===== config.mk =====
export PLATFORM = sky130hd
export DESIGN_NAME = pjs_jitter_acc
export DESIGN_NICKNAME = d
export VERILOG_FILES = /design/src/design/pjs_pkg.sv /design/src/design/pjs_jitter_acc.sv
export SDC_FILE = /design/constraint.sdc
export NUM_CORES = 2
export LEC_CHECK = 0
export BUFFER_PORTS_ARGS = -buffer_cell sky130_fd_sc_hd__buf_4
export CORE_MARGIN = 2
export CORE_UTILIZATION = 30
export DETAILED_ROUTE_END_ITERATION = 8
export PLACE_DENSITY_LB_ADDON = 0.08
export SETUP_SLACK_MARGIN = 0.2
export SLEW_MARGIN = 15
export SYNTH_ARGS = -nofsm -noshare
export SYNTH_HDL_FRONTEND = slang
export SYNTH_SLANG_ARGS = --single-unit
export TNS_END_PERCENT = 100

===== constraint.sdc =====
create_clock -name clk -period 5.6 [get_ports clk]
set_input_delay 0.56 -clock clk [delete_from_list [all_inputs] [get_ports clk]]
set_output_delay 0.56 -clock clk [all_outputs]
set_load 0.01 [all_outputs]

===== src/design/pjs_pkg.sv =====
// ----------------------------------------------------------------------------
// pjs_pkg
// Shared types, register map and helpers for the packet jitter statistics
// block.
// ----------------------------------------------------------------------------
`default_nettype none

package pjs_pkg;

	localparam int unsigned TIME_W    = 64;
	localparam int unsigned SEQ_W     = 64;
	localparam int unsigned LEN_W     = 16;
	localparam int unsigned CNT_W     = 64;
	localparam int unsigned SAMPLE_W  = 32;
	localparam int unsigned APB_ADDR_W = 3;
	localparam int unsigned APB_DATA_W = 32;

	localparam int unsigned IN_DATA_W  = 144;
	localparam int unsigned OUT_DATA_W = 488;

	localparam logic [LEN_W-1:0] MIN_BYTES_RESET = 16'd16;

	typedef enum logic {
		REG_ECHO_MODE = 1'b0,
		REG_MIN_BYTES = 1'b1
	} reg_index_t;

	typedef struct packed {
		logic [LEN_W-1:0]  length_bytes;
		logic [SEQ_W-1:0]  seq_num;
		logic [TIME_W-1:0] arrival_time_ns;
	} item_t;

	typedef struct packed {
		logic             accepted;
		logic [CNT_W-1:0] packets_total;
		logic [CNT_W-1:0] bytes_total;
		logic [SEQ_W-1:0] highest_sequence;
		logic             sequence_seen;
		logic [CNT_W-1:0] lost_total;
	} stat_t;

	function automatic logic [CNT_W-1:0] sat_add(input logic [CNT_W-1:0] a,
	                                             input logic [CNT_W-1:0] b);
		logic [CNT_W:0] sum;
		sum = {1'b0, a} + {1'b0, b};
		return sum[CNT_W] ? {CNT_W{1'b1}} : sum[CNT_W-1:0];
	endfunction

endpackage

`default_nettype wire


===== src/design/pjs_jitter_acc.sv =====
// ----------------------------------------------------------------------------
// pjs_jitter_acc
// Jitter square and saturating accumulation of jitter sum, sample count and
// sum of squares.
// ----------------------------------------------------------------------------
`default_nettype none

module pjs_jitter_acc #(
	parameter int unsigned JITTER_BITS = 32
) (
	input  wire logic                          clk,
	input  wire logic                          arst_n,
	input  wire logic                          sq_en,
	input  wire logic                          acc_en,
	input  wire logic [JITTER_BITS-1:0]        jitter_s2,
	input  wire logic                          jitter_valid_s2,
	output logic      [JITTER_BITS-1:0]        jitter_s3,
	output logic                               jitter_valid_s3,
	output logic      [pjs_pkg::CNT_W-1:0]     jitter_total_q,
	output logic      [pjs_pkg::CNT_W-1:0]     jitter_samples_q,
	output logic      [pjs_pkg::CNT_W-1:0]     jitter_square_total_q
);

	localparam int unsigned SqW = 2 * JITTER_BITS;

	logic [SqW-1:0] square_s3;

	always_ff @(posedge clk) begin
		if (sq_en) begin
			jitter_s3       <= jitter_s2;
			jitter_valid_s3 <= jitter_valid_s2;
			square_s3       <= SqW'(jitter_s2) * SqW'(jitter_s2);
		end
	end

	always_ff @(posedge clk or negedge arst_n) begin
		if (!arst_n) begin
			jitter_total_q        <= '0;
			jitter_samples_q      <= '0;
			jitter_square_total_q <= '0;
		end else if (acc_en && jitter_valid_s3) begin
			jitter_total_q <= pjs_pkg::sat_add(jitter_total_q,
			                  {{(pjs_pkg::CNT_W-JITTER_BITS){1'b0}}, jitter_s3});
			jitter_samples_q <= pjs_pkg::sat_add(jitter_samples_q, 64'd1);
			jitter_square_total_q <= pjs_pkg::sat_add(jitter_square_total_q,
			                         {{(pjs_pkg::CNT_W-SqW){1'b0}}, square_s3});
		end
	end

endmodule

`default_nettype wire


==> flow_summary.ini <==
[layout]
diodes = 0
nNetsFinal = 6995
regArea_mm2 = 0.00766
multiInputGateArea_mm2 = 0.0360
final.fill_count = 15398
synthToLayoutAreaGrowth_pct = 30.7
final_area_mm2 = 0.0600
drive_gt1_frac = 0.268

[synthesis]
ys.flop_type = dfrtp_1
ys_ff_latch = 287
async_flop_share = 0.669
synthMuxAreaShare = 0.00275
syn_inst = 4901
synth-compound-area-share = 0.0969
synthAdderAreaFrac = 0.454
synth-edff-count = 95
ys_warn_count = 0
syn_nets = 6128
yosysSeqAreaShare = 0.167
yosys.area.top_type = fa_1
synthXorXnorAreaFrac = 0.0479
yosys.area_share.simple = 0.134
synth_top_family_by_area = adder cells
synth_area_mm2 = 0.0459
synth_cell_type_count = 79
synth.top_cell.area_share = 0.346
synth_area_leaders = fa_1, ha_1, dfrtp_1
avgSynthCellArea_um2 = 9.37

[status]
violations = negative setup slack
status = complete, but fails checks

[route]
dr.pass1.iters = 5
route.vias.total = 36097
drt_iter0_drc = 1367
drt_wl_total_um = 154000
ant_nets = 0
wl_per_cell_um = 19.7
drt-vias-per-instance = 4.61
drcViolationCount = 0

[worst_setup_path]
crit_arrival_ns = 7.39
start_kind = primary input
worstPathRequired_ns = 5.94
cpPeakStageDelay_ns = 0.61
critical_path_class = in2reg
critPathCaptureType = flop
path_max_fanout = 7
cpLargestDelayFamily = adder cells
r2r_cells = 13
critPathBufInv = 15
critPathSlowestCell = fa_1
crit_cells = 32

[job]
maxCapViolCount = 0

[clock_tree]
clk_pin_slew_ns = 0.06
clk_latency_ns = 0.58
cts_tree = built
cts_buffers = 34
clkSinkCount = 287
cts_root_buf = clkbuf_16
htreeDepth = 2
clockBufferDepth = 3
cts-hold-fix-buffers = 0

[die]
io-pin-count = 262
fp.dieH_um = 395
die_x_um = 395
die_area_mm2 = 0.156
floorplan.initialDensity = 0.302
core_mm2 = 0.152
row_count = 143

[min_path]
hold_class = in2async

[grt]
grt_max_degree = 102
track_usage = 0.197
grt_pass1_vias = 38776
overflow = 0
grt_pass1_wl_um = 238000
antenna_found_initial = 5

[timing]
max_clock_freq_mhz = 142
setup_viol = 51
relSlewSlack = 0.302
skew_ns = 0.0297
tightest_slew_ns = 1.03
final-hold-violation-count = 0
setup_slack_ns = -1.46
fin_crit_sh = 1.26
drv_slew = 0
final.min_clock_period_ns = 7.06
rsz0062_at_grt = yes

[place]
dp_slack_ns = -2.51
port_buffers = 261
placed_area_mm2 = 0.0555
dp_hpwl_um = 129000
gp_congestion = 0.841
-- final cells by class --
class | instances | area share
clock inverters | 14 | 0.00294
clock buffers | 48 | 0.0160
multi-input cells | 3427 | 0.599
well taps | 2030 | 0.0423
flip-flops and latches | 287 | 0.128
repair buffers | 1017 | 0.150
inverters | 1001 | 0.0628
-- routing by layer --
metal  up-vias  global-route usage  share of wire
met5         -                   0              0
met4         0              0.0279          0.013
met3        88              0.0122          0.025
met2       485               0.341           0.49
met1     18303               0.277           0.47
li1      17221                   -              -
-- cell usage after synthesis (5+ instances only) --
master	count
a41oi_1	10
buf_4	6
a31o_2	14
nand4_1	47
o22a_1	8
a21oi_1	237
clkbuf_1	174
and2_1	238
nand2b_1	14
a21o_1	91
dfrtp_1	192
nor3b_1	5
and4_1	15
mux2_2	5
o211ai_1	12
nor2_1	244
buf_2	6
o2111ai_1	5
o21ai_0	107
xnor2_1	126
nand3_1	85
or2_2	12
and3_1	47
nor4_1	8
a21boi_0	6
a221oi_1	6
o21bai_1	29
a211o_1	7
nor2b_1	25
xor2_1	125
mux2i_1	7
edfxtp_1	95
nand2_1	489
inv_1	1000
ha_1	397
a211oi_1	14
o31ai_1	9
nor3_1	30
a31oi_1	58
or3_1	9
o21a_1	20
fa_1	793
nor4b_1	5
-- registers in the layout (all words and copies together), names as in the netlist --
name                   count
jitter_valid_s3            1
square_s3                 62
jitter_square_total_q     64
jitter_s3                 32
jitter_total_q            64
jitter_samples_q          64
-- layout by cell type, fill, tap and decap left out, types with 38 or more instances in the layout --
cell type and n:
inv_1 949, buf_4 850, fa_1 719, nand2_1 427, ha_1 357, nor2_1 220
a21oi_1 197, dfrtp_1 192, and2_1 189, xor2_1 118, xnor2_1 108, edfxtp_1 95
a21o_1 91, o21ai_0 85, buf_6 81, nand3_1 80, fa_2 74, buf_12 59
inv_2 49, and2_4 48, a31oi_1 48, nand4_1 47, and3_1 45, nand2_2 41
ha_4 38
-- cell families after synthesis --
| kind of cell | after synthesis |
|---|---|
| DFF | 287 |
| AOI/OAI and AO/OA | 687 |
| and+or+nand+nor | 1287 |
| adders and majority gates | 1190 |
| muxes | 12 |
| xor gates and xnor gates | 251 |
| buffers and inverters | 1187 |
-- path summary, 6_finish.rpt --
kind	from	endpoint	slack, ns
worst max-delay path	jitter_s2[8]	square_s3[51]	-1.46
worst min-delay path	arst_n	jitter_samples_q[35]	0.09
worst max register to register	jitter_s3[0]	jitter_square_total_q[15]	1.48
worst min register to register	jitter_samples_q[52]	jitter_samples_q[52]	0.50
max in group asynchronous	arst_n	jitter_total_q[17]	4.39
min in group clk	jitter_valid_s2	jitter_valid_s3	0.18
-- metrics by stage --
| step | hold slack, ns | cells | setup TNS, ns | util |
|---|---|---|---|---|
| floorplan | 0.264 | 4901 | -59.33 | - |
| global placement | 0.493 | 7663 | -102.59 | 0.365 |
| detailed placement | 0.500 | 7663 | -102.35 | 0.365 |
| CTS | 0.124 | 7801 | -51.61 | 0.389 |
| global route | 0.149 | 7824 | -60.96 | 0.395 |
| finish | 0.0946 | 7824 | -51.61 | 0.395 |
-- what timing repair did --
item	in CTS	in global routing
pin swaps	237	130
buffers inserted	72	23
setup endpoints to repair	54	54
resized for setup	449	188
gates cloned	4	0
hold endpoints to repair	0	0
Power is left out: the tool's default activity adds up to more than one toggle a clock period on the data nets, which glitch-free logic cannot reach.
