File: src/design/pjs_pkg.sv
// ----------------------------------------------------------------------------
// pjs_pkg
// Shared types, register map and helpers for the packet jitter statistics
// block.
// ----------------------------------------------------------------------------
`default_nettype none

package pjs_pkg;

	localparam int unsigned TIME_W    = 64;
	localparam int unsigned SEQ_W     = 64;
	localparam int unsigned LEN_W     = 16;
	localparam int unsigned CNT_W     = 64;
	localparam int unsigned SAMPLE_W  = 32;
	localparam int unsigned APB_ADDR_W = 3;
	localparam int unsigned APB_DATA_W = 32;

	localparam int unsigned IN_DATA_W  = 144;
	localparam int unsigned OUT_DATA_W = 488;

	localparam logic [LEN_W-1:0] MIN_BYTES_RESET = 16'd16;

	typedef enum logic {
		REG_ECHO_MODE = 1'b0,
		REG_MIN_BYTES = 1'b1
	} reg_index_t;

	typedef struct packed {
		logic [LEN_W-1:0]  length_bytes;
		logic [SEQ_W-1:0]  seq_num;
		logic [TIME_W-1:0] arrival_time_ns;
	} item_t;

	typedef struct packed {
		logic             accepted;
		logic [CNT_W-1:0] packets_total;
		logic [CNT_W-1:0] bytes_total;
		logic [SEQ_W-1:0] highest_sequence;
		logic             sequence_seen;
		logic [CNT_W-1:0] lost_total;
	} stat_t;

	function automatic logic [CNT_W-1:0] sat_add(input logic [CNT_W-1:0] a,
	                                             input logic [CNT_W-1:0] b);
		logic [CNT_W:0] sum;
		sum = {1'b0, a} + {1'b0, b};
		return sum[CNT_W] ? {CNT_W{1'b1}} : sum[CNT_W-1:0];
	endfunction

endpackage

`default_nettype wire

File: src/design/pjs_track.sv
// ----------------------------------------------------------------------------
// pjs_track
// Per-datagram tracking: length check, packet and byte totals, highest
// sequence, loss count, arrival gap and clamped jitter sample.
// ----------------------------------------------------------------------------
`default_nettype none

module pjs_track #(
	parameter int unsigned JITTER_BITS = 32
) (
	input  wire logic                          clk,
	input  wire logic                          arst_n,
	input  wire logic                          item_en,
	input  wire pjs_pkg::item_t                item_s1,
	input  wire logic                          echo_mode,
	input  wire logic [pjs_pkg::LEN_W-1:0]     min_packet_bytes,
	output pjs_pkg::stat_t                     stat_s2,
	output logic      [JITTER_BITS-1:0]        jitter_s2,
	output logic                               jitter_valid_s2
);

	localparam logic [JITTER_BITS-1:0] JitterLimit = {JITTER_BITS{1'b1}};

	logic [pjs_pkg::TIME_W-1:0] last_arrival_q;
	logic                       last_arrival_valid_q;
	logic [pjs_pkg::TIME_W-1:0] last_gap_q;
	logic                       last_gap_valid_q;
	logic [pjs_pkg::CNT_W-1:0]  packet_count_q;
	logic [pjs_pkg::CNT_W-1:0]  byte_count_q;
	logic [pjs_pkg::SEQ_W-1:0]  max_sequence_q;
	logic                       max_sequence_valid_q;

	logic                       acc;
	logic                       measure;
	logic                       take_sample;
	logic [pjs_pkg::TIME_W-1:0] gap;
	logic [pjs_pkg::TIME_W-1:0] diff;
	logic [JITTER_BITS-1:0]     jitter_clamped;
	logic [pjs_pkg::CNT_W-1:0]  packet_count_n;
	logic [pjs_pkg::CNT_W-1:0]  byte_count_n;
	logic [pjs_pkg::SEQ_W-1:0]  max_sequence_n;
	logic                       max_sequence_valid_n;
	logic                       raise_seq;
	logic [pjs_pkg::CNT_W-1:0]  seq_gap;
	logic [pjs_pkg::CNT_W-1:0]  lost;

	always_comb begin
		acc         = item_s1.length_bytes >= min_packet_bytes;
		measure     = acc & ~echo_mode;
		take_sample = measure & last_arrival_valid_q & last_gap_valid_q;
		gap         = item_s1.arrival_time_ns - last_arrival_q;
		diff        = (gap > last_gap_q) ? gap - last_gap_q : last_gap_q - gap;
		if (diff > {{(pjs_pkg::TIME_W-JITTER_BITS){1'b0}}, JitterLimit})
			jitter_clamped = JitterLimit;
		else
			jitter_clamped = diff[JITTER_BITS-1:0];

		packet_count_n = acc ? pjs_pkg::sat_add(packet_count_q, 64'd1) : packet_count_q;
		byte_count_n   = acc ? pjs_pkg::sat_add(byte_count_q,
		                       {{(pjs_pkg::CNT_W-pjs_pkg::LEN_W){1'b0}}, item_s1.length_bytes})
		                     : byte_count_q;
		raise_seq = acc & (~max_sequence_valid_q | (item_s1.seq_num > max_sequence_q));
		max_sequence_n       = raise_seq ? item_s1.seq_num : max_sequence_q;
		max_sequence_valid_n = max_sequence_valid_q | acc;

		seq_gap = max_sequence_n - packet_count_n;
		if (max_sequence_valid_n && (packet_count_n <= max_sequence_n))
			lost = (&seq_gap) ? seq_gap : seq_gap + 64'd1;
		else
			lost = '0;
	end

	always_ff @(posedge clk or negedge arst_n) begin
		if (!arst_n) begin
			last_arrival_q       <= '0;
			last_arrival_valid_q <= 1'b0;
			last_gap_q           <= '0;
			last_gap_valid_q     <= 1'b0;
			packet_count_q       <= '0;
			byte_count_q         <= '0;
			max_sequence_q       <= '0;
			max_sequence_valid_q <= 1'b0;
		end else if (item_en) begin
			if (measure) begin
				last_arrival_q       <= item_s1.arrival_time_ns;
				last_arrival_valid_q <= 1'b1;
				if (last_arrival_valid_q) begin
					last_gap_q       <= gap;
					last_gap_valid_q <= 1'b1;
				end
			end
			packet_count_q       <= packet_count_n;
			byte_count_q         <= byte_count_n;
			max_sequence_q       <= max_sequence_n;
			max_sequence_valid_q <= max_sequence_valid_n;
		end
	end

	always_ff @(posedge clk) begin
		if (item_en) begin
			stat_s2.accepted         <= acc;
			stat_s2.packets_total    <= packet_count_n;
			stat_s2.bytes_total      <= byte_count_n;
			stat_s2.highest_sequence <= max_sequence_n;
			stat_s2.sequence_seen    <= max_sequence_valid_n;
			stat_s2.lost_total       <= lost;
			jitter_s2                <= take_sample ? jitter_clamped : '0;
			jitter_valid_s2          <= take_sample;
		end
	end

endmodule

`default_nettype wire

File: config.mk
export PLATFORM = sky130hd
export DESIGN_NAME = pjs_track
export DESIGN_NICKNAME = d
export VERILOG_FILES = /design/src/design/pjs_pkg.sv /design/src/design/pjs_track.sv
export SDC_FILE = /design/constraint.sdc
export NUM_CORES = 2
export LEC_CHECK = 0
export BUFFER_PORTS_ARGS = -buffer_cell sky130_fd_sc_hd__buf_2
export CAP_MARGIN = 15
export CORE_UTILIZATION = 61
export CTS_CLUSTER_DIAMETER = 50
export DETAILED_ROUTE_END_ITERATION = 12
export PLACE_DENSITY = 0.88
export SYNTH_ARGS = -nofsm -noshare
export SYNTH_HDL_FRONTEND = slang
export SYNTH_SLANG_ARGS = --single-unit
File: constraint.sdc
create_clock -name clk -period 9.5 [get_ports clk]
set_clock_uncertainty 0.2 [all_clocks]
set_input_delay 0.475 -clock clk [delete_from_list [all_inputs] [get_ports clk]]
set_output_delay 0.475 -clock clk [all_outputs]
set_load 0.005 [all_outputs]
==> results.yml <==
run_status:
  status: "complete, no violations"
grt:
  gr-total-overflow: 0
  met3_usage_pct: 11.2
  grt_pass1_vias: 44600
  antenna_found_initial: 14
  grt_pass1_wl_mm: 253
  grtUsageMet2_pct: 66.2
  grt.busiest_layer: "met2"
  grt_max_degree: 159
  met1_usage_pct: 48.1
  track_usage_pct: 41.5
setup_path:
  cp-startpoint: "item_s1[114]"
  endpoint: "stat_s2[7]$_SDFFCE_PN0P_"
  rrSetupSlack_ns: 0.40
  worstPathRequired_ns: 9.79
  worst-path-max-fanout: 40
  arrival_ns: 9.47
  reg2reg_depth: 24
  r2r-start: "max_sequence_q[46]$_DFFE_PN0P_"
  crit_type: "in2reg"
  r2r-end: "stat_s2[7]$_SDFFCE_PN0P_"
  endpoint_kind: "flip-flop"
  crit_path_start_kind: "primary input"
finish:
  area_growth_pct: 15.3
  drive_above_1_share_pct: 15.0
  fin_util_pct: 71.5
  nets: 6516
  fill_cells: 5521
  instances_no_fill: 7098
logic_synthesis:
  ys_ff_latch: 614
  syn_inst: 5548
  synth_edf_count: 291
  synth.distinct_cells: 103
  synth_area_sq_um: 47400
  synth_fp_nets: 6069
  syn_area_per_cell_sq_um: 8.55
  synth-compound-area-share_pct: 20.9
  ys_seq_area_share_pct: 35.5
  ys_warn_count: 0
  synthXorXnorAreaFrac_pct: 4.36
  synth_ff_type: "dfrtp_1"
  synthAdderAreaFrac_pct: 9.49
  synth_mux_area_share_pct: 5.22
  async_flop_share_pct: 52.6
  synth_top_family_by_area: "compound AO/OA/AOI/OAI gates"
  synth-simple-area-share_pct: 19.2
placed_design:
  place_congestion: 1.05
  placedCellCount: 6806
  pre_cts_ws_ns: 0.469
  dp_hpwl_mm: 121
  io_buffers: 454
timing:
  min_period_ns: 9.18
  setup_tns_ns: 0
  setup_ws_ns: 0.319
  slew_headroom_pct: 13.0
  timing.final.crit_share_pct: 96.6
  setup_viol: 0
  slew_violations: 0
  hold_viol: 0
  fmax_ghz: 0.109
  worst_pin_slew_ns: 1.29
die:
  fp.dieW_um: 281
  start_util_pct: 62.1
  die_area_sq_um: 78900
  rows: 101
  ios: 455
  core-area_sq_um: 76500
  die_y_um: 281
pwr:
  p_leak_nw: 23.9
  peakVddDrop_v: 0.000230
  p_per_area_nw_per_um2: 420
clocking:
  clk_latency_ns: 0.68
  cts_max_path_buffers: 3
  cts_tree: "built"
  htreeDepth: 3
  cts-buffers-inserted: 79
  cts_root_buffer: "clkbuf_16"
  cts.sinks: 614
  path_clk_slew_ns: 0.07
detailed_routing:
  wl_mm: 169
  drt_iter0_markers: 5191
  vias: 47300
  viasPerCell: 6.66
  ant_nets: 0
  avgRoutedWirePerCell_um: 23.8
  drc_errors: 0
  firstDrtPassIters: 7
run:
  cap_violations: 0
min_path:
  hold_path_class: "in2reg"
repair_timing:
item,in CTS,in global routing
hold buffers,129,0
gates resized for setup,0,2
setup endpoints to repair,0,42
hold endpoints to repair,220,0
setup buffers,0,7
cells in the mapped netlist, types with 30 or more instances:
cell | instances | area, sq um
a211oi_1 | 52 | 390
a21o_1 | 183 | 1370
a21oi_1 | 492 | 2460
a31oi_1 | 106 | 663
and2_1 | 62 | 388
and3_1 | 75 | 469
and4_1 | 36 | 315
buf_2 | 34 | 170
clkbuf_1 | 233 | 875
dfrtp_1 | 323 | 8080
edfxtp_1 | 291 | 8740
ha_1 | 352 | 4400
inv_1 | 382 | 1430
mux2_2 | 170 | 1910
mux2i_1 | 54 | 541
nand2_1 | 593 | 2230
nand2b_1 | 62 | 388
nand3_1 | 140 | 701
nand4_1 | 147 | 920
nor2_1 | 384 | 1440
nor3_1 | 111 | 556
nor4_1 | 52 | 325
o211ai_1 | 48 | 360
o21a_1 | 58 | 435
o21ai_0 | 377 | 1890
o21bai_1 | 34 | 255
o31ai_1 | 30 | 225
or3_1 | 57 | 357
xnor2_1 | 144 | 1260
xor2_1 | 92 | 806
critical path, cell delays in order:
cell and delay, ns:
dlygate4sd3_1 0.62, buf_2 0.18, ha_1 0.31, nand4_1 0.15, nor4_1 0.45, nand3_1 0.33
or2_2 0.43, o31ai_4 0.65, buf_4 0.35, buf_4 0.48, mux2_2 0.48, ha_1 0.49
nand2_1 0.19, nor3_1 0.38, o211ai_1 0.29, nand2_1 0.16, xor2_1 0.72, nand3_1 0.30
nor3_1 0.36, nand4_1 0.28, nor4_2 0.29, buf_4 0.20, buf_4 0.39, o21ai_0 0.21
a21oi_1 0.21
logic make-up (layout without fill, tap and decap cells):
group,count (synthesis),after routing
other,0,7
buffers and inverters,669,1182
DFF,614,614
AOI/OAI and AO/OA,1594,1594
muxes,226,226
xor gates and xnor gates,236,236
adders and majority gates,357,357
and+or+nand+nor,1852,1852
how the worst min path moves through the flow:
stage,from,endpoint,slack [ns],cells after the start
after detailed placement,last_gap_valid_q$_DFFE_PN0P_,last_gap_valid_q$_DFFE_PN0P_,0.26,1
after global routing,item_en,stat_s2[222]$_DFFE_PP_,0.08,1
after floorplan,arst_n,byte_count_q[0]$_DFFE_PN0P_,-0.02,0
after global placement,last_gap_valid_q$_DFFE_PN0P_,last_gap_valid_q$_DFFE_PN0P_,0.25,1
final,item_en,packet_count_q[31]$_DFFE_PN0P_,0.09,2
after CTS,item_en,packet_count_q[21]$_DFFE_PN0P_,0.05,3
flip-flops by register name, summed over array words and instances (netlist names), 32 cells and up:
name            count
stat_s2           258
last_arrival_q     64
last_gap_q         64
jitter_s2          32
max_sequence_q     64
byte_count_q       64
packet_count_q     64
cell usage in the layout (no fill, tap or decap), drive strengths merged, types with 64 or more instances in the layout:
cell type and count:
nand2 594, buf 523, a21oi 493, o21ai 400, inv 398, nor2 384
ha 352, dfrtp 323, edfxtp 291, a21o 184, mux2 172, nand4 148
xnor2 144, nand3 141, dlygate4sd3 129, nor3 112, a31oi 106, xor2 92
clkbuf 91, and3 75, and2 64
metrics by stage:
stage	hold slack (ns)	power, mW	area, sq um
after floorplan	-0.0206	14.4	47400
after global placement	0.249	18.5	50500
after detailed placement	0.263	18.7	50500
after CTS	0.0504	22.1	54600
after global routing	0.0832	24.1	54700
final	0.0890	23.0	54700
metal layers:
metal	vias up	wire, um	part of all wire (%)
met5	-	66	0.039
met4	12	14400	8.5
met3	882	18600	11
met2	3157	76000	45
met1	22200	59900	35
li1	21100	-	-
power breakdown:
part	switching (mW)	internal (mW)
logic	10.1	5.34
clock network	1.35	1.88
registers	0.552	3.74
total	12.0	11.0
cell type report:
type | count | area, sq um | area share (%)
clock buffers | 91 | 2080 | 3.81
repair buffers | 652 | 4140 | 7.56
diodes | 7 | 17.5 | 0.0320
well taps | 1030 | 1290 | 2.36
multi-input cells | 4265 | 28200 | 51.5
inverters | 383 | 1440 | 2.63
flip-flops and latches | 614 | 16800 | 30.8
clock inverters | 56 | 753 | 1.38
No activity file was read; power rests on OpenSTA's default activity.
