$ cat src/design/pjs_pkg.sv
// ----------------------------------------------------------------------------
// pjs_pkg
// Shared types, register map and helpers for the packet jitter statistics
// block.
// ----------------------------------------------------------------------------
`default_nettype none

package pjs_pkg;

	localparam int unsigned TIME_W    = 64;
	localparam int unsigned SEQ_W     = 64;
	localparam int unsigned LEN_W     = 16;
	localparam int unsigned CNT_W     = 64;
	localparam int unsigned SAMPLE_W  = 32;
	localparam int unsigned APB_ADDR_W = 3;
	localparam int unsigned APB_DATA_W = 32;

	localparam int unsigned IN_DATA_W  = 144;
	localparam int unsigned OUT_DATA_W = 488;

	localparam logic [LEN_W-1:0] MIN_BYTES_RESET = 16'd16;

	typedef enum logic {
		REG_ECHO_MODE = 1'b0,
		REG_MIN_BYTES = 1'b1
	} reg_index_t;

	typedef struct packed {
		logic [LEN_W-1:0]  length_bytes;
		logic [SEQ_W-1:0]  seq_num;
		logic [TIME_W-1:0] arrival_time_ns;
	} item_t;

	typedef struct packed {
		logic             accepted;
		logic [CNT_W-1:0] packets_total;
		logic [CNT_W-1:0] bytes_total;
		logic [SEQ_W-1:0] highest_sequence;
		logic             sequence_seen;
		logic [CNT_W-1:0] lost_total;
	} stat_t;

	function automatic logic [CNT_W-1:0] sat_add(input logic [CNT_W-1:0] a,
	                                             input logic [CNT_W-1:0] b);
		logic [CNT_W:0] sum;
		sum = {1'b0, a} + {1'b0, b};
		return sum[CNT_W] ? {CNT_W{1'b1}} : sum[CNT_W-1:0];
	endfunction

endpackage

`default_nettype wire

$ cat src/design/pjs_apb_regs.sv
// ----------------------------------------------------------------------------
// pjs_apb_regs
// Configuration registers behind an APB-style port: echo mode and minimum
// accepted datagram length.
// ----------------------------------------------------------------------------
`default_nettype none

module pjs_apb_regs (
	input  wire logic                              clk,
	input  wire logic                              arst_n,
	input  wire logic                              psel,
	input  wire logic                              penable,
	input  wire logic                              pwrite,
	input  wire logic [pjs_pkg::APB_ADDR_W-1:0]    paddr,
	input  wire logic [pjs_pkg::APB_DATA_W-1:0]    pwdata,
	output logic      [pjs_pkg::APB_DATA_W-1:0]    prdata,
	output logic                                   pready,
	output logic                                   echo_mode,
	output logic      [pjs_pkg::LEN_W-1:0]         min_packet_bytes
);

	pjs_pkg::reg_index_t reg_sel;
	logic                wr_en;

	assign reg_sel = pjs_pkg::reg_index_t'(paddr[2]);
	assign wr_en   = psel & penable & pwrite & pready;
	assign pready  = 1'b1;

	always_ff @(posedge clk or negedge arst_n) begin
		if (!arst_n) begin
			echo_mode        <= 1'b0;
			min_packet_bytes <= pjs_pkg::MIN_BYTES_RESET;
		end else if (wr_en) begin
			unique case (reg_sel)
				pjs_pkg::REG_ECHO_MODE: echo_mode <= pwdata[0];
				pjs_pkg::REG_MIN_BYTES: min_packet_bytes <= pwdata[pjs_pkg::LEN_W-1:0];
				default: ;
			endcase
		end
	end

	always_comb begin
		unique case (reg_sel)
			pjs_pkg::REG_ECHO_MODE: prdata = {{(pjs_pkg::APB_DATA_W-1){1'b0}}, echo_mode};
			pjs_pkg::REG_MIN_BYTES:
				prdata = {{(pjs_pkg::APB_DATA_W-pjs_pkg::LEN_W){1'b0}}, min_packet_bytes};
			default: prdata = '0;
		endcase
	end

endmodule

`default_nettype wire

$ cat config.mk
export PLATFORM = sky130hd
export DESIGN_NAME = pjs_apb_regs
export DESIGN_NICKNAME = d
export VERILOG_FILES = /design/src/design/pjs_pkg.sv /design/src/design/pjs_apb_regs.sv
export SDC_FILE = /design/constraint.sdc
export NUM_CORES = 1
export LEC_CHECK = 0
export ABC_AREA = 0
export BUFFER_PORTS_ARGS = -buffer_cell sky130_fd_sc_hd__buf_4
export CAP_MARGIN = 15
export CORE_MARGIN = 5
export CORE_UTILIZATION = 25
export CTS_CLUSTER_SIZE = 8
export DETAILED_ROUTE_END_ITERATION = 10
export GPL_TIMING_DRIVEN = 0
export HOLD_SLACK_MARGIN = 0.03
export PLACE_DENSITY = 0.68
export SLEW_MARGIN = 20
export SYNTH_ARGS = -nofsm -noshare
export SYNTH_HDL_FRONTEND = slang
export SYNTH_SLANG_ARGS = --single-unit
$ cat constraint.sdc
create_clock -name clk -period 1 [get_ports clk]
set_input_delay 0.2 -clock clk [delete_from_list [all_inputs] [get_ports clk]]
set_output_delay 0.2 -clock clk [all_outputs]
set_load 0.02 [all_outputs]
==> impl_metrics.py, run 1 <==
metrics = {
    "run_status": {
        "status": "finished with violations",
        "violations": "negative setup slack",
    },
    "drt": {
        "remaining_drc_errors": 0,
        "wirelength_um": 2820,
        "vias": 825,
        "vias_per_cell": 3.82,
        "first_iter_violations": 5,
        "drt_first_pass_iters": 2,
        "final_antenna_net_count": 0,
        "wl_per_cell_um": 13.0,
    },
    "die": {
        "pin_count": 90,
        "die_x_um": 71.7,
        "fp.dieH_um": 71.7,
        "rows": 22,
        "start_util_pct": 25.8,
        "die_area_um2": 5140,
        "coreArea_um2": 3690,
    },
    "place": {
        "port_buffers": 53,
        "gp_congestion": 0.726,
        "place_hpwl_um": 1930,
    },
    "synth": {
        "syn_inst": 74,
        "avgSynthCellArea_um2": 12.9,
        "mappedNetlistArea_um2": 952,
        "synth_top_area_share_pct": 42.0,
        "synth-seq-area-share_pct": 44.8,
        "ys_warn_count": 0,
        "yosysTopAreaCell": "dfrtp_1",
        "ys_seq_elements": 17,
        "ys_top_cells_by_area": "dfrtp_1 (42%), mux2_4 (16%), buf_4 (13%)",
        "synthDistinctLibCells": 11,
    },
    "final_layout": {
        "layout_commonest_cell": "buf_6",
        "n_antenna_cell": 0,
        "finalCoreUtilization_pct": 51.6,
        "drive_gt1_share_pct": 78.6,
        "syn_to_final_growth_pct": 99.7,
        "nets": 209,
        "final_cell_mix": "buf_6 (47), buf_4 (44), conb_1 (17)",
    },
    "sta": {
        "finalMaxSlewViolations": 0,
        "setup_ws_ns": -0.230,
        "tns_ns": -3.67,
        "hold_viol_final": 0,
        "clock-skew-final_ns": 0,
        "timing.final.crit_share_pct": 123,
        "timing.fmax_ghz": 0.813,
        "min_period_ns": 1.23,
        "grt_setup_unrepaired": "true",
        "setup_viol": 31,
        "hold_slack_ns": 0.182,
    },
    "min_path": {
        "min_path_type": "input pin to flip-flop",
    },
    "grt": {
        "grt_max_degree": 18,
        "grt_pass1_wl_um": 4410,
        "grt_antenna_before_repair": 0,
        "grt_overflow": 0,
        "grt_pass1_vias": 951,
        "grt_usage_pct": 11.0,
    },
    "setup_path": {
        "critPathMaxFanout": 2,
        "r2r_start": "min_packet_bytes[8]$_DFFE_PN0P_",
        "required_ns": 0.80,
        "critPathMaxStageDelay_ns": 0.38,
        "critPathSlowestCell": "dfrtp_1",
        "crit_path_end_kind": "output port",
        "critical_path_class": "flip-flop to output port",
        "reg2reg_slack_ns": 0.03,
        "cp-start-kind": "flip-flop",
        "crit_chain": "mux2_2 > buf_6",
        "reg2regPathDepth": 3,
        "endpoint": "prdata[0]",
        "crit_start": "min_packet_bytes[0]$_DFFE_PN0P_",
        "r2r-end": "min_packet_bytes[8]$_DFFE_PN0P_",
        "critPathArrivalTime_ns": 1.03,
    },
    "pwr": {
        "p_leak_nw": 1.01,
        "ir_drop_mv": 0.747,
        "power_density_nw_per_um2": 1740,
    },
    "cts": {
        "clockBufferDepth": 2,
        "numCtsBuffers": 3,
        "clk_latency_ns": 0.24,
        "clock-sinks": 17,
        "htree_levels": 1,
        "root_buffer": "clkbuf_8",
        "worst_setup_hold_path_clk_slew_ns": 0.06,
        "cts_tree": "yes",
    },
    "job": {
        "maxCapViolations": 0,
    },
}
[per-layer routing]
| layer | share of wire [%] | vias to the layer above | track usage [%] |
|---|---|---|---|
| li1 | - | 397 | - |
| met1 | 36 | 374 | 11.9 |
| met2 | 54 | 54 | 20.8 |
| met3 | 11 | 0 | 3.09 |
| met4 | 0 | 0 | 2.51 |
| met5 | 0 | - | 0 |
[cell usage after synthesis (all sizes together)]
master	number
clkbuf	1
dfstp	1
nand4b	1
conb	2
and2	15
mux2	18
nand4	1
dfrtp	16
buf	19
[flip-flops by register name, indices dropped and copies added (netlist names)]
| register | cells |
|---|---|
| min_packet_bytes | 16 |
| echo_mode | 1 |
[through the flow]
step / power [mW] / cell area [um2] / cells / worst slack (ns)
5_1_grt: 3.51 / 1900 / 216 / -0.273
3_5_place_dp: 2.18 / 1480 / 190 / -0.242
2_1_floorplan: 1.65 / 1020 / 89 / -0.00965
3_3_place_gp: 2.15 / 1480 / 190 / -0.180
6_report: 3.32 / 1900 / 216 / -0.230
4_1_cts: 3.20 / 1820 / 210 / -0.240
[how the worst min path moves through the flow]
stage,from,to,slack [ns],depth (start not counted)
4_1_cts,pwdata[8],min_packet_bytes[8]$_DFFE_PN0P_,0.17,2
5_1_grt,pwdata[12],min_packet_bytes[12]$_DFFE_PN0P_,0.18,2
6_report,pwdata[1],min_packet_bytes[1]$_DFFE_PN0P_,0.18,2
3_5_place_dp,arst_n,min_packet_bytes[5]$_DFFE_PN0P_,0.08,1
2_1_floorplan,arst_n,echo_mode$_DFFE_PN0P_,-0.1,0
3_3_place_gp,arst_n,min_packet_bytes[5]$_DFFE_PN0P_,0.08,1
[kinds of logic after synthesis]
family,count (synthesis),share of synthesized area (%)
buffers and inverters,20,16.2
other,2,0.789
flip-flops,17,44.8
AND/OR/NAND/NOR,17,13.0
multiplexers,18,25.2
[layout make-up]
class | instances | area, um2
Buffer | 20 | 163
Clock buffer | 4 | 45.0
Fill cell | 308 | 1790
Multi-Input combinational cell | 52 | 465
Sequential cell | 17 | 427
Tap cell | 48 | 60.1
Timing Repair Buffer | 75 | 742
[what timing repair did]
| item | CTS | global route |
|---|---|---|
| hold endpoints to repair | 16 | 0 |
| gates resized for setup | 53 | 10 |
| pin swaps | 5 | 2 |
| buffers inserted | 15 | 8 |
| endpoints found under the setup margin | 33 | 34 |
| hold buffers | 1 | 0 |
[worst max-delay path, delay by kind of cell (launching register included)]
| kind | cells | cell delay [ns] |
|---|---|---|
| buf+inv | 1 | 0.13 |
| flops | 1 | 0.38 |
| mux | 1 | 0.27 |
[where the power goes]
part / leakage, nW / internal, mW / switching [mW]
Sequential: 0.203 / 0.847 / 0.128
Combinational: 0.789 / 1.12 / 0.719
Clock: 0.0228 / 0.282 / 0.218
Power figures use the tool's default switching activity.
==> run 2: changes to the inputs <==
--- a/config.mk
+++ b/config.mk
@@ -8,6 +8,7 @@
 export ABC_AREA = 0
 export BUFFER_PORTS_ARGS = -buffer_cell sky130_fd_sc_hd__buf_4
 export CAP_MARGIN = 15
+export CORE_ASPECT_RATIO = 1.1
 export CORE_MARGIN = 5
 export CORE_UTILIZATION = 25
 export CTS_CLUSTER_SIZE = 8
==> run 2 against run 1 <==
  * The run still ends with negative setup slack left
  * Count of clock-buffer cells in the layout did not move
  * Die area barely moved
  * Core utilization increased by 0.85 points
  * Sequential power fell by 0.8%
  * Combinational power is essentially flat
  * Clock power up 1%
==> impl_metrics.py, run 2 (same netlist as run 1, synthesis figures left out) <==
metrics = {
    "grt": {
        "grt_pass1_wl_um": 4460,
        "grt_max_degree": 18,
        "grt_usage_pct": 11.5,
        "met1_usage_pct": 12.3,
        "grt_pass1_vias": 948,
        "grt_antenna_before_repair": 0,
        "grtUsageMet3_pct": 2.54,
        "met2_usage_pct": 23.1,
        "grt_overflow": 0,
        "grt.busiest_layer": "met2",
    },
    "setup_path": {
        "cp-start-kind": "flip-flop",
        "critPathSlowestCell": "dfstp_2",
        "critPathMaxFanout": 3,
        "critical_path_class": "flip-flop to output port",
        "critPathMaxStageDelay_ns": 0.55,
        "required_ns": 0.80,
        "crit_chain": "and2_4 > buf_6",
        "path_delay_family": "flip-flops",
        "critPathArrivalTime_ns": 1.04,
        "crit_buf_inv": 1,
        "crit_path_end_kind": "output port",
    },
    "die": {
        "coreArea_um2": 3650,
        "die_x_um": 68.8,
        "rows": 23,
        "pin_count": 90,
        "die_area_um2": 5140,
        "fp.dieH_um": 74.7,
        "start_util_pct": 26.1,
    },
    "cts": {
        "root_buffer": "clkbuf_8",
        "clockBufferDepth": 2,
        "worst_setup_hold_path_clk_slew_ns": 0.06,
        "clock-sinks": 17,
        "cts_tree": "yes",
        "clk_latency_ns": 0.24,
        "numCtsBuffers": 3,
        "htree_levels": 1,
    },
    "final_layout": {
        "n_antenna_cell": 0,
        "final_cells": 221,
        "syn_to_final_growth_pct": 101,
        "final.fill_count": 335,
        "layout_commonest_cell": "buf_6",
        "top_register": "min_packet_bytes",
        "largest_reg_flops": 16,
        "drive_gt1_share_pct": 73.7,
        "final_cell_mix": "buf_6 (50), buf_4 (44), conb_1 (17)",
        "nets": 212,
        "top_regs": "min_packet_bytes: 16 flops, echo_mode: 1 flops",
    },
    "sta": {
        "timing.final.crit_share_pct": 124,
        "min_period_ns": 1.24,
        "grt_setup_unrepaired": "true",
        "setup_ws_ns": -0.239,
        "clock-skew-final_ns": 0,
        "setup_viol": 32,
        "finalMaxSlewViolations": 0,
        "hold_viol_final": 0,
        "timing.fmax_ghz": 0.807,
    },
    "drt": {
        "vias": 843,
        "wl_per_cell_um": 12.8,
        "remaining_drc_errors": 0,
        "wirelength_um": 2830,
        "final_antenna_net_count": 0,
        "drt_first_pass_iters": 2,
        "vias_per_cell": 3.81,
        "first_iter_violations": 8,
    },
    "run_status": {
        "status": "finished with violations",
        "violations": "negative setup slack",
    },
    "min_path": {
        "min_path_type": "input pin to flip-flop",
    },
    "pwr": {
        "p_leak_nw": 1.02,
        "totalPowerFinal_mw": 3.34,
        "ir_drop_mv": 0.919,
        "power_density_nw_per_um2": 1740,
        "p_sw_mw": 1.08,
        "share_comb_of_total_power_pct": 56.0,
        "internal-power_mw": 2.27,
        "seqPwrFrac_pct": 28.9,
        "switching_share_pct": 32.2,
        "clockPowerShare_pct": 15.1,
    },
    "place": {
        "port_buffers": 53,
        "dp_cells": 192,
        "gp_congestion": 0.689,
        "place_hpwl_um": 2070,
    },
    "job": {
        "maxCapViolations": 0,
    },
}
run 2: changes by cell type in the layout (fill, tap and decap cells not counted):
| cell | change |
|---|---|
| and2_1 | +9 |
| and2_4 | -9 |
| buf_6 | +3 |
run 2: worst register-to-register path: cells and delay by family (launching register included):
| kind | cells | cell delay (ns) |
|---|---|---|
| flops | 1 | 0.39 |
| buf+inv | 2 | 0.24 |
| mux | 1 | 0.24 |
run 2: cell type report:
class                   count  area (um2)  area share, %
multi-input cells          52         443           23.1
repair buffers             78         776           40.5
flip-flops and latches     17         427           22.3
plain buffers              20         163           8.49
well taps                  50        62.6           3.27
clock buffers               4        45.0           2.35
run 2: per-layer routing:
metal	wire length (um)	vias to the layer above	share of wire, %
li1	-	398	-
met1	979	407	35
met2	1620	38	57
met3	233	0	8.2
met4	0	0	0
met5	0	-	0
run 2: power groups by stage:
stage / clock network [mW] / registers, mW / logic (mW)
floorplan: 0 / 1.14 / 0.508
global placement: 0 / 0.962 / 1.19
detailed placement: 0 / 0.979 / 1.21
CTS: 0.533 / 0.960 / 1.78
global route: 0.563 / 0.993 / 1.97
finish: 0.504 / 0.967 / 1.87
run 2: path summary, 6_finish.rpt:
| path | cells past startpoint | endpoint | from | slack [ns] |
|---|---|---|---|---|
| worst max-delay path | 2 | prdata[4] | min_packet_bytes[4]$_DFFE_PN1P_ | -0.24 |
| worst min-delay path | 2 | min_packet_bytes[2]$_DFFE_PN0P_ | pwdata[2] | 0.18 |
| worst max register to register | 3 | min_packet_bytes[1]$_DFFE_PN0P_ | min_packet_bytes[1]$_DFFE_PN0P_ | 0.01 |
| worst min register to register | 1 | min_packet_bytes[10]$_DFFE_PN0P_ | min_packet_bytes[10]$_DFFE_PN0P_ | 0.55 |
| max in group asynchronous | 2 | min_packet_bytes[4]$_DFFE_PN1P_ | arst_n | 0.40 |
| min in group asynchronous | 2 | min_packet_bytes[15]$_DFFE_PN0P_ | arst_n | 0.35 |
run 2: per-stage QoR:
| step | util (%) | setup TNS (ns) | instance area [um2] | hold WS (ns) | worst slack, ns |
|---|---|---|---|---|---|
| 6_report | 52.4 | -3.86 | 1920 | 0.181 | -0.239 |
| 5_1_grt | 52.4 | -5.14 | 1920 | 0.174 | -0.277 |
| 4_1_cts | 51.0 | -3.87 | 1860 | 0.173 | -0.250 |
| 3_5_place_dp | 40.4 | -2.98 | 1480 | 0.0817 | -0.188 |
| 3_3_place_gp | 40.4 | -2.29 | 1480 | 0.0754 | -0.152 |
| 2_1_floorplan | - | -0.0869 | 1020 | -0.0956 | -0.00965 |
run 2: repair_timing:
action | CTS | global route
endpoints found under the setup margin | 33 | 34
setup buffers | 21 | 4
gates resized for setup | 48 | 9
hold buffers | 1 | 0
hold endpoints to repair | 16 | 0
pin swaps | 2 | 4
==> run 3: changes to the inputs <==
--- a/config.mk
+++ b/config.mk
@@ -9,14 +9,13 @@
 export BUFFER_PORTS_ARGS = -buffer_cell sky130_fd_sc_hd__buf_4
 export CAP_MARGIN = 15
 export CORE_ASPECT_RATIO = 1.1
-export CORE_MARGIN = 5
-export CORE_UTILIZATION = 25
+export CORE_UTILIZATION = 36
 export CTS_CLUSTER_SIZE = 8
 export DETAILED_ROUTE_END_ITERATION = 10
 export GPL_TIMING_DRIVEN = 0
 export HOLD_SLACK_MARGIN = 0.03
-export PLACE_DENSITY = 0.68
-export SLEW_MARGIN = 20
+export PLACE_DENSITY = 0.89
+export SLEW_MARGIN = 5
 export SYNTH_ARGS = -nofsm -noshare
 export SYNTH_HDL_FRONTEND = slang
 export SYNTH_SLANG_ARGS = --single-unit
==> run 3 against run 2 <==
  * Sequential power up 0.7%
  * Critical path depth unchanged
  * Global-route usage is 10 points higher
  * Final cell count is 10% lower
  * Highest routed layer is now met4
  * The run still ends with negative setup slack left
  * Clock power decreased by 28%
  * Cell area fell by 2.9%
  * Fmax fell by 3.0%
  * Routed wire length is 0.64% lower
  * Largest power group unchanged
  * Register-to-register slack hardly changed
==> impl_metrics.py, run 3 (same netlist as run 1, synthesis figures left out) <==
metrics = {
    "grt": {
        "grt_overflow": 0,
        "grt_pass1_vias": 889,
        "grt_usage_pct": 21.7,
        "grt_pass1_wl_um": 4530,
        "grt_max_degree": 18,
        "grt_antenna_before_repair": 0,
    },
    "cts": {
        "clockBufferDepth": 2,
        "worst_setup_hold_path_clk_slew_ns": 0.10,
        "root_buffer": "clkbuf_4",
        "cts_tree": "yes",
        "clk_latency_ns": 0.28,
        "htree_levels": 1,
        "numCtsBuffers": 3,
        "clock-sinks": 17,
    },
    "die": {
        "die_x_um": 51.0,
        "pin_count": 90,
        "die_area_um2": 2850,
        "fp.dieH_um": 55.9,
        "rows": 19,
        "coreArea_um2": 2500,
        "start_util_pct": 38.1,
    },
    "setup_path": {
        "critPathMaxFanout": 2,
        "crit_chain": "and2_4 > buf_6",
        "critical_path_class": "flip-flop to output port",
        "critPathMaxStageDelay_ns": 0.55,
        "critPathSlowestCell": "dfstp_2",
        "cp-start-kind": "flip-flop",
        "crit_path_end_kind": "output port",
        "critPathArrivalTime_ns": 1.08,
        "required_ns": 0.80,
    },
    "drt": {
        "wl_per_cell_um": 14.1,
        "vias": 842,
        "first_iter_violations": 9,
        "final_antenna_net_count": 0,
        "remaining_drc_errors": 0,
        "drt_first_pass_iters": 4,
        "vias_per_cell": 4.23,
        "wirelength_um": 2810,
    },
    "pwr": {
        "p_leak_nw": 1.01,
        "power_density_nw_per_um2": 1720,
        "ir_drop_mv": 1.22,
    },
    "run_status": {
        "status": "finished with violations",
        "violations": "negative setup slack",
    },
    "place": {
        "gp_congestion": 0.727,
        "dpl-instance-area_um2": 1450,
        "port_buffers": 53,
        "place_hpwl_um": 1570,
        "place_ws_ns": -0.165,
    },
    "final_layout": {
        "top_register": "min_packet_bytes",
        "drive_gt1_share_pct": 75.6,
        "finalCoreUtilization_pct": 74.5,
        "design_area_um2": 1860,
        "syn_to_final_growth_pct": 95.4,
        "n_antenna_cell": 0,
        "final_cell_mix": "buf_6 (48), buf_4 (43), conb_1 (17)",
        "largest_reg_flops": 16,
        "layout_commonest_cell": "buf_6",
        "nets": 209,
        "top_regs": "min_packet_bytes: 16 flops, echo_mode: 1 flops",
    },
    "sta": {
        "hold_viol_final": 0,
        "timing.final.crit_share_pct": 128,
        "clock-skew-final_ns": 0,
        "min_period_ns": 1.28,
        "hold_slack_ns": 0.141,
        "finalMaxSlewViolations": 0,
        "setup_viol": 33,
        "timing.fmax_ghz": 0.783,
        "grt_setup_unrepaired": "true",
        "setup_ws_ns": -0.276,
    },
    "job": {
        "maxCapViolations": 0,
    },
    "min_path": {
        "min_path_type": "input pin to flip-flop",
    },
}
run 3: changes by cell type in the layout (fill, tap and decap cells not counted):
| cell | previous run | this run |
|---|---|---|
| and2_1 | 9 | 5 |
| and2_4 | 6 | 10 |
| clkbuf_4 | 0 | 3 |
| clkbuf_8 | 3 | 0 |
| buf_6 | 50 | 48 |
| mux2_2 | 8 | 6 |
| mux2_4 | 10 | 12 |
| buf_4 | 44 | 43 |
run 3: power breakdown:
part           total (mW)  switching (mW)  internal [mW]
registers           0.974           0.128          0.846
logic                1.87           0.744           1.12
clock network       0.363           0.208          0.155
run 3: layer usage:
layer | wire length (um) | part of all wire [%] | vias to the layer above | track usage, %
li1 | - | - | 394 | -
met1 | 1070 | 38 | 389 | 25.1
met2 | 1480 | 53 | 53 | 35.9
met3 | 217 | 7.7 | 6 | 6.56
met4 | 46 | 1.6 | 0 | 10.3
met5 | 0 | 0 | - | 0
run 3: layout make-up:
type	instances	area [um2]
clock buffer	4	26.3
multi-input combinational	52	460
fill	172	636
tap	31	38.8
sequential	17	427
timing repair buffer	75	746
buffer	20	163
run 3: path summary, 6_finish.rpt:
kind,start,endpoint,slack [ns],cells after the start
max,min_packet_bytes[4]$_DFFE_PN1P_,prdata[4],-0.28,2
min,pwdata[10],min_packet_bytes[10]$_DFFE_PN0P_,0.14,2
max reg2reg,min_packet_bytes[2]$_DFFE_PN0P_,min_packet_bytes[2]$_DFFE_PN0P_,0.01,3
min reg2reg,min_packet_bytes[8]$_DFFE_PN0P_,min_packet_bytes[8]$_DFFE_PN0P_,0.58,1
max in group asynchronous,arst_n,min_packet_bytes[4]$_DFFE_PN1P_,0.44,2
min in group asynchronous,arst_n,min_packet_bytes[6]$_DFFE_PN0P_,0.30,2
run 3: repair_timing:
action / in CTS / in global routing
pin swaps: 1 / 0
setup endpoints to repair: 33 / 34
endpoints found under the hold margin: 17 / 0
gates resized for setup: 54 / 7
hold buffers: 1 / 0
gates cloned: 0 / 0
buffers inserted: 16 / 6
run 3: stage by stage:
step,instances,power [mW],TNS [ns]
final,199,3.20,-5.49
after global routing,199,3.36,-7.01
after CTS,194,3.06,-5.38
after detailed placement,173,2.17,-2.50
after global placement,173,2.14,-2.20
after floorplan,89,1.65,-0.0869
run 3: worst max-delay path, delay by kind of cell (launching register included):
kind / cells / cell delay, ns
flip-flops: 1 / 0.55
buffers and inverters: 1 / 0.10
AND/OR/NAND/NOR: 1 / 0.14
